File: src/sv/plqm_pkg.sv
`timescale 1ns / 1ps
`default_nettype none

package plqm_pkg;

	// Table geometry.
	localparam int PEERS   = 256;
	localparam int PEER_AW = (PEERS > 1) ? $clog2(PEERS) : 1;

	// Field widths.
	localparam int BYTES_W = 48;
	localparam int CNT_W   = 32;
	localparam int LAT_W   = 20;
	localparam int RATE_W  = 20;
	localparam int LVL_W   = 2;
	localparam int REQ_W   = 3;
	localparam int PEER_W  = 8;
	localparam int AMT_W   = 32;
	localparam int CFG_IW  = 2;
	localparam int CFG_DW  = 20;

	// Request codes. The unused code behaves as a query.
	localparam logic [REQ_W-1:0] REQ_SENT      = 3'd0;
	localparam logic [REQ_W-1:0] REQ_RECV      = 3'd1;
	localparam logic [REQ_W-1:0] REQ_LOSS      = 3'd2;
	localparam logic [REQ_W-1:0] REQ_LATENCY   = 3'd3;
	localparam logic [REQ_W-1:0] REQ_QUERY     = 3'd4;
	localparam logic [REQ_W-1:0] REQ_RESET_ONE = 3'd5;
	localparam logic [REQ_W-1:0] REQ_RESET_ALL = 3'd6;

	// Configuration register indexes.
	localparam logic [CFG_IW-1:0] REG_ENABLE = 2'd0;
	localparam logic [CFG_IW-1:0] REG_TARGET = 2'd1;

	localparam logic [RATE_W-1:0] TARGET_RESET = 20'd1000;

	// Latency thresholds in 1/16 ms: 100 ms, 200 ms, 300 ms.
	localparam logic [LAT_W-1:0] LAT_MID     = 20'd1600;
	localparam logic [LAT_W-1:0] LAT_HIGH    = 20'd3200;
	localparam logic [LAT_W-1:0] LAT_CONGEST = 20'd4800;

	localparam logic [LVL_W-1:0] LVL_SEVERE = 2'd3;

	// Reciprocal for division by five: x / 5 == (x * DIV5_MUL) >> DIV5_SHIFT.
	localparam int SUM_W      = LAT_W + 3;
	localparam int DIV5_SHIFT = 34;
	localparam int PROD_W     = SUM_W + 32;
	localparam logic [31:0] DIV5_MUL = 32'hCCCC_CCCD;

	// Per-peer link record.
	typedef struct packed {
		logic [BYTES_W-1:0] tx_bytes;
		logic [CNT_W-1:0]   tx_packets;
		logic [BYTES_W-1:0] rx_bytes;
		logic [CNT_W-1:0]   rx_packets;
		logic [CNT_W-1:0]   lost_packets;
		logic [LAT_W-1:0]   avg_latency;
		logic [LVL_W-1:0]   loss_level;
	} rec_t;

	// Decoded operation of the item in flight.
	typedef struct packed {
		logic peer_ok;
		logic upd;
		logic sent;
		logic recv;
		logic loss;
		logic lat;
		logic clr_one;
		logic clr_all;
		logic zero;
	} op_t;

	// Memory control from the sequencer.
	typedef struct packed {
		logic rd_en;
		logic wr_en;
		logic clr_one;
		logic clr_all;
	} mem_ctl_t;

	// Stage loads for the update datapath.
	typedef struct packed {
		logic s1_en;
		logic s2_en;
	} stage_ctl_t;

	typedef enum logic [1:0] {
		ST_IDLE,
		ST_READ,
		ST_CALC,
		ST_WRITE
	} state_t;

	// Bitrate ladder in kbps, rows by loss factor, columns by latency factor.
	localparam logic [RATE_W-1:0] LADDER [3][3] = '{
		'{20'd1000, 20'd800, 20'd600},
		'{20'd850,  20'd680, 20'd510},
		'{20'd700,  20'd560, 20'd420}
	};

	function automatic logic [RATE_W-1:0] ladder(input logic [LVL_W-1:0] lvl,
			input logic [LAT_W-1:0] avg);
		logic [1:0] li;
		logic [1:0] ti;
		li = (lvl >= 2'd2) ? 2'd2 : ((lvl == 2'd1) ? 2'd1 : 2'd0);
		ti = (avg > LAT_HIGH) ? 2'd2 : ((avg > LAT_MID) ? 2'd1 : 2'd0);
		return LADDER[li][ti];
	endfunction

endpackage

`default_nettype wire

File: src/sv/plqm_update.sv
`timescale 1ns / 1ps
`default_nettype none

module plqm_update import plqm_pkg::*; (
	input  wire logic             clk,
	input  wire stage_ctl_t       stg,
	input  wire op_t              op,
	input  wire logic [AMT_W-1:0] amount,
	input  wire logic [LAT_W-1:0] sample,
	input  wire rec_t             rd_data,
	input  wire logic             rd_vld,
	output rec_t                  rec_out
);

	rec_t                 old_rec;
	rec_t                 rec_nxt;
	rec_t                 rec_s1;
	logic [SUM_W-1:0]     sum_s1;
	logic [CNT_W:0]       total_s1;
	logic [PROD_W-1:0]    prod_s2;
	logic [LVL_W-1:0]     lvl_s2;
	logic [BYTES_W:0]     bs_sum;
	logic [BYTES_W:0]     br_sum;
	logic [CNT_W:0]       lost_sum;
	logic [CNT_W-1:0]     lost_new;
	logic [37:0]          lost10;
	logic [37:0]          lost20;
	logic [37:0]          lost50;
	logic [37:0]          total_x;
	logic [LAT_W-1:0]     quot;
	logic [LAT_W-1:0]     avg_new;

	// A record that was never written or was cleared reads as zero.
	assign old_rec = rd_vld ? rd_data : '0;

	// Saturating sums of the counters.
	assign bs_sum   = {1'b0, old_rec.tx_bytes} + (BYTES_W+1)'(amount);
	assign br_sum   = {1'b0, old_rec.rx_bytes} + (BYTES_W+1)'(amount);
	assign lost_sum = {1'b0, old_rec.lost_packets} + {1'b0, amount};
	assign lost_new = lost_sum[CNT_W] ? '1 : lost_sum[CNT_W-1:0];

	// Counter updates for the first stage.
	always_comb begin
		rec_nxt = old_rec;
		if (op.sent) begin
			rec_nxt.tx_bytes = bs_sum[BYTES_W] ? '1 : bs_sum[BYTES_W-1:0];
			rec_nxt.tx_packets = (&old_rec.tx_packets) ?
				old_rec.tx_packets : old_rec.tx_packets + 1'b1;
		end
		if (op.recv) begin
			rec_nxt.rx_bytes = br_sum[BYTES_W] ? '1 : br_sum[BYTES_W-1:0];
			rec_nxt.rx_packets = (&old_rec.rx_packets) ?
				old_rec.rx_packets : old_rec.rx_packets + 1'b1;
		end
		if (op.loss) begin
			rec_nxt.lost_packets = lost_new;
		end
	end

	// First stage: counters, latency numerator and loss total.
	always_ff @(posedge clk) begin
		if (stg.s1_en) begin
			rec_s1   <= rec_nxt;
			sum_s1   <= SUM_W'({old_rec.avg_latency, 2'b00}) + SUM_W'(sample);
			total_s1 <= {1'b0, old_rec.rx_packets} + {1'b0, lost_new};
		end
	end

	// Loss ratio tests: lost/total above 10%, 5%, 2%.
	assign lost10  = 38'({rec_s1.lost_packets, 3'b000}) + 38'({rec_s1.lost_packets, 1'b0});
	assign lost20  = {lost10[36:0], 1'b0};
	assign lost50  = 38'({rec_s1.lost_packets, 5'b00000}) +
		38'({rec_s1.lost_packets, 4'b0000}) + 38'({rec_s1.lost_packets, 1'b0});
	assign total_x = 38'(total_s1);

	// Second stage: divide-by-five product and the new loss level.
	always_ff @(posedge clk) begin
		if (stg.s2_en) begin
			prod_s2 <= PROD_W'(sum_s1) * PROD_W'(DIV5_MUL);
			if (!op.loss || total_s1 == '0) begin
				lvl_s2 <= rec_s1.loss_level;
			end else if (lost10 > total_x) begin
				lvl_s2 <= 2'd3;
			end else if (lost20 > total_x) begin
				lvl_s2 <= 2'd2;
			end else if (lost50 > total_x) begin
				lvl_s2 <= 2'd1;
			end else begin
				lvl_s2 <= 2'd0;
			end
		end
	end

	// Average update; a zero average takes the sample directly.
	assign quot = prod_s2[DIV5_SHIFT +: LAT_W];

	always_comb begin
		avg_new = rec_s1.avg_latency;
		if (op.lat) begin
			avg_new = (rec_s1.avg_latency == '0) ? sample : quot;
		end
	end

	// Record to write back and report.
	always_comb begin
		rec_out             = rec_s1;
		rec_out.avg_latency = avg_new;
		rec_out.loss_level  = lvl_s2;
		if (op.zero) begin
			rec_out = '0;
		end
	end

endmodule

`default_nettype wire

File: config.mk
export PLATFORM = sky130hd
export DESIGN_NAME = plqm_update
export DESIGN_NICKNAME = d
export VERILOG_FILES = /design/src/sv/plqm_pkg.sv /design/src/sv/plqm_update.sv
export SDC_FILE = /design/constraint.sdc
export NUM_CORES = 2
export LEC_CHECK = 0
export BUFFER_PORTS_ARGS = -buffer_cell sky130_fd_sc_hd__buf_2
export CAP_MARGIN = 25
export CELL_PAD_IN_SITES_DETAIL_PLACEMENT = 0
export CELL_PAD_IN_SITES_GLOBAL_PLACEMENT = 1
export CORE_UTILIZATION = 45
export DETAILED_ROUTE_END_ITERATION = 10
export GPL_TIMING_DRIVEN = 1
export PLACE_DENSITY_LB_ADDON = 0.2
export SYNTH_ARGS = -nofsm -noshare
export SYNTH_HDL_FRONTEND = slang
export SYNTH_SLANG_ARGS = --single-unit
export TNS_END_PERCENT = 100
File: constraint.sdc
create_clock -name clk -period 8 [get_ports clk]
set_input_delay 0.8 -clock clk [delete_from_list [all_inputs] [get_ports clk]]
set_output_delay 0.8 -clock clk [all_outputs]
set_load 0.05 [all_outputs]
==> impl_metrics.prom <==
# TYPE chip_impl_metric gauge
chip_impl_info{name="status",value="completed"} 1
chip_impl_metric{name="drt-vias-per-instance",unit=""} 5.54
chip_impl_info{name="rr_startpoint",value="sum_s1[6]"} 1
chip_impl_metric{name="slew_violations",unit=""} 0
chip_impl_metric{name="final_net_count",unit=""} 5335
chip_impl_metric{name="synth.yosys.seq_area_share",unit=""} 0.243
chip_impl_info{name="crit_family",value="adder cells"} 1
chip_impl_info{name="worst_case_hold_path_end_point",value="sum_s1[0]"} 1
chip_impl_metric{name="post-route-drc-count",unit=""} 0
chip_impl_metric{name="dieWidth",unit="um"} 285
chip_impl_metric{name="r2r.worst_path.cells",unit=""} 26
chip_impl_metric{name="maxCapViolCount",unit=""} 0
chip_impl_metric{name="wl_per_cell",unit="um"} 21.2
chip_impl_metric{name="grt_pass1_vias",unit=""} 29800
chip_impl_metric{name="post-route-min-period",unit="ns"} 7.58
chip_impl_info{name="yosys_most_used_dff",value="edfxtp_1"} 1
chip_impl_info{name="timing.hold.worst.class",value="in2reg"} 1
chip_impl_metric{name="timing.final.crit_share",unit=""} 0.948
chip_impl_info{name="worstSetupPathType",value="reg2reg"} 1
chip_impl_metric{name="routed_wl",unit="um"} 116000
chip_impl_metric{name="drt_pass1_iterations",unit=""} 5
chip_impl_metric{name="reg2reg_setup_slack",unit="ns"} 0.42
chip_impl_metric{name="clockBufferDepth",unit=""} 3
chip_impl_metric{name="cp.buffers_inverters",unit=""} 7
chip_impl_metric{name="cts_inserted_buffers",unit=""} 39
chip_impl_metric{name="tightestPinTransition",unit="ns"} 0.992
chip_impl_info{name="synth_top_cells_by_area",value="edfxtp_1 24%, ha_1 18%, fa_1 11%"} 1
chip_impl_metric{name="cts.reportedPaths.clkPinSlew",unit="ns"} 0.07
chip_impl_info{name="critical_path.startpoint_type",value="flip-flop"} 1
chip_impl_info{name="worstHoldStart",value="sample[0]"} 1
chip_impl_metric{name="synth_enable_flop_cells",unit=""} 292
chip_impl_info{name="cts.root.buffer_cell",value="clkbuf_16"} 1
chip_impl_metric{name="async_reset_ff_frac",unit=""} 0
chip_impl_metric{name="syn_nets",unit=""} 4890
chip_impl_metric{name="pin_count",unit=""} 493
chip_impl_metric{name="chipHeight",unit="um"} 285
chip_impl_metric{name="clk-insertion-delay-late",unit="ns"} 0.59
chip_impl_metric{name="final_setup_violating_endpoints",unit=""} 0
chip_impl_metric{name="clock.fmax",unit="MHz"} 132
chip_impl_metric{name="maxSlewHeadroom",unit=""} 0.339
chip_impl_metric{name="floorplan.rows",unit=""} 103
chip_impl_metric{name="route.vias.total",unit=""} 30200
chip_impl_info{name="yosys.area.top_type",value="edfxtp_1"} 1
chip_impl_metric{name="worstHoldPathCells",unit=""} 1
chip_impl_metric{name="largest_net_degree_at_the_start_of_global_routing",unit=""} 159
chip_impl_metric{name="delay_contributed_by_the_slowest_stage_of_the_critical_path",unit="ns"} 0.60
chip_impl_metric{name="drive_above_1_share",unit=""} 0.145
chip_impl_metric{name="fin_setup_tns",unit="ns"} 0
chip_impl_metric{name="crit_arrival",unit="ns"} 7.97
chip_impl_metric{name="initial_antenna_violation_count",unit=""} 50
chip_impl_metric{name="avgSynthCellArea",unit="um2"} 9.23
chip_impl_metric{name="hold_viol",unit=""} 0
chip_impl_metric{name="place_hpwl",unit="um"} 95100
chip_impl_metric{name="synth.cell_area",unit="mm2"} 0.0360
chip_impl_metric{name="core_region_area",unit="mm2"} 0.0791
chip_impl_info{name="rsz0062_at_grt",value="false"} 1
chip_impl_info{name="worstReg2RegEnd",value="prod_s2[53]"} 1
chip_impl_metric{name="synth.distinct_cells",unit=""} 91
chip_impl_info{name="slowest_stage",value="fa_1"} 1
chip_impl_metric{name="cp.required",unit="ns"} 8.38
chip_impl_metric{name="drt_antenna_net_count",unit=""} 0
chip_impl_metric{name="port-buffer-count",unit=""} 488
chip_impl_metric{name="synthesis.yosys.warnings",unit=""} 0
chip_impl_metric{name="grt_pass1_wl",unit="um"} 175000
chip_impl_metric{name="synth-seq-cells",unit=""} 292
chip_impl_metric{name="netlist_instances",unit=""} 3903
chip_impl_metric{name="floorplan.initialDensity",unit=""} 0.455
chip_impl_metric{name="floorplan.die_area",unit="mm2"} 0.0812
chip_impl_metric{name="htreeDepth",unit=""} 2
chip_impl_metric{name="clock-sinks",unit=""} 292
chip_impl_metric{name="fin_skew",unit="ns"} 0.0307
chip_impl_info{name="clock_tree_from_tritoncts",value="done"} 1
chip_impl_metric{name="grtUsageTotal",unit=""} 0.279
chip_impl_metric{name="layout-area-overhead-vs-synth",unit="%"} 13.5
chip_impl_metric{name="overflow",unit=""} 0
chip_impl_metric{name="place.gp.congestion",unit=""} 0.918
chip_impl_info{name="end_kind",value="flip-flop"} 1
chip_impl_metric{name="drt_iter0_drc",unit=""} 1807
chip_impl_metric{name="cts_hold_buf",unit=""} 0
chip_impl_metric{name="yosysTopAreaCellShare",unit=""} 0.243
chip_impl_metric{name="worstPathMaxFanout",unit=""} 5
## worst max-delay path by stage
stage,cells after the start,end,slack [ns],startpoint
after global placement,22,prod_s2[52],0.38,sum_s1[17]
final,26,prod_s2[53],0.42,sum_s1[6]
after detailed placement,24,prod_s2[52],0.29,sum_s1[21]
after global routing,26,prod_s2[53],0.02,sum_s1[6]
after CTS,24,prod_s2[52],0.25,sum_s1[21]
after floorplan,31,total_s1[30],0.60,rd_vld
## state kept, by name (all words and copies together) (netlist names)
signal	cells
lvl_s2	2
prod_s2	20
rec_s1	214
sum_s1	23
total_s1	33
## metrics by stage
step                instances  setup WS, ns   util  instance area [um2]  hold WS (ns)
floorplan                3903         0.599      -                36000         0.541
global placement         5355         0.384  0.500                39600         0.559
CTS                      5426         0.250  0.516                40800         0.399
global route             5439        0.0197  0.516                40900         0.403
finish                   5450         0.418  0.517                40900         0.425
detailed placement       5355         0.290  0.500                39600         0.565
## metal layers
layer / up-vias / global-route usage / share of wire / wire (um)
met2: 734 / 0.467 / 0.47 / 54000
met4: 48 / 0.0747 / 0.027 / 3090
met3: 183 / 0.0625 / 0.064 / 7380
li1: 14800 / - / - / -
met5: - / 0 / 0.0028 / 318
met1: 14400 / 0.363 / 0.44 / 50800
## placed cells by master, fill, tap and decap left out, types with 10 or more instances in the layout
cell / count
a31oi_1: 48
a2bb2oi_1: 33
o21bai_1: 35
nor2_1: 224
xnor2_1: 174
nor3_1: 47
o21ai_0: 151
nor4_1: 28
edfxtp_1: 292
buf_2: 485
nand2b_1: 30
ha_1: 517
nand4_1: 73
fa_1: 191
a21o_1: 134
and2_1: 152
clkbuf_16: 39
nor2b_1: 224
diode_2: 22
a211oi_1: 45
nand3_1: 78
buf_4: 19
or3_1: 22
mux2_2: 23
nand2_1: 220
o21a_1: 40
a41oi_1: 10
a21oi_1: 249
mux2i_1: 25
o211ai_1: 24
xor2_1: 110
inv_1: 403
and3_1: 28
and4_1: 14
## cell type report
class	count	area, um2
antenna	22	55.1
fill	7650	38200
clock buffer	46	1000
sequential	292	8770
tap	1050	1310
multi-input combinational	3102	25300
inverter	404	1520
timing repair buffer	509	2650
clock inverter	25	230
## repair_timing
action | CTS | global route
buffers inserted | 0 | 2
gates resized for setup | 0 | 3
endpoints found under the setup margin | 0 | 3
## cell usage after synthesis (25+ instances only)
cell	instances
clkbuf_1	91
a31oi_1	48
nand3_1	78
nor2b_1	224
ha_1	517
nor2_1	225
inv_1	404
xnor2_1	174
edfxtp_1	292
a211oi_1	46
nor3_1	47
nand2b_1	30
xor2_1	110
a21oi_1	249
a21o_1	134
o21a_1	40
o21bai_1	35
nand2_1	220
and2_1	152
and3_1	28
a2bb2oi_1	33
nor4_1	28
mux2i_1	25
fa_1	191
nand4_1	73
o21ai_0	151
## cells by family after synthesis
| group | synth area share |
|---|---|
| buffers and inverters | 0.0539 |
| and+or+nand+nor | 0.172 |
| adders and majority gates | 0.286 |
| AOI/OAI and AO/OA | 0.162 |
| xor gates and xnor gates | 0.0690 |
| DFF | 0.243 |
| muxes | 0.0141 |
Power is not shown: default switching activity piles up to over one toggle a cycle in this logic, so the estimate is an artifact.
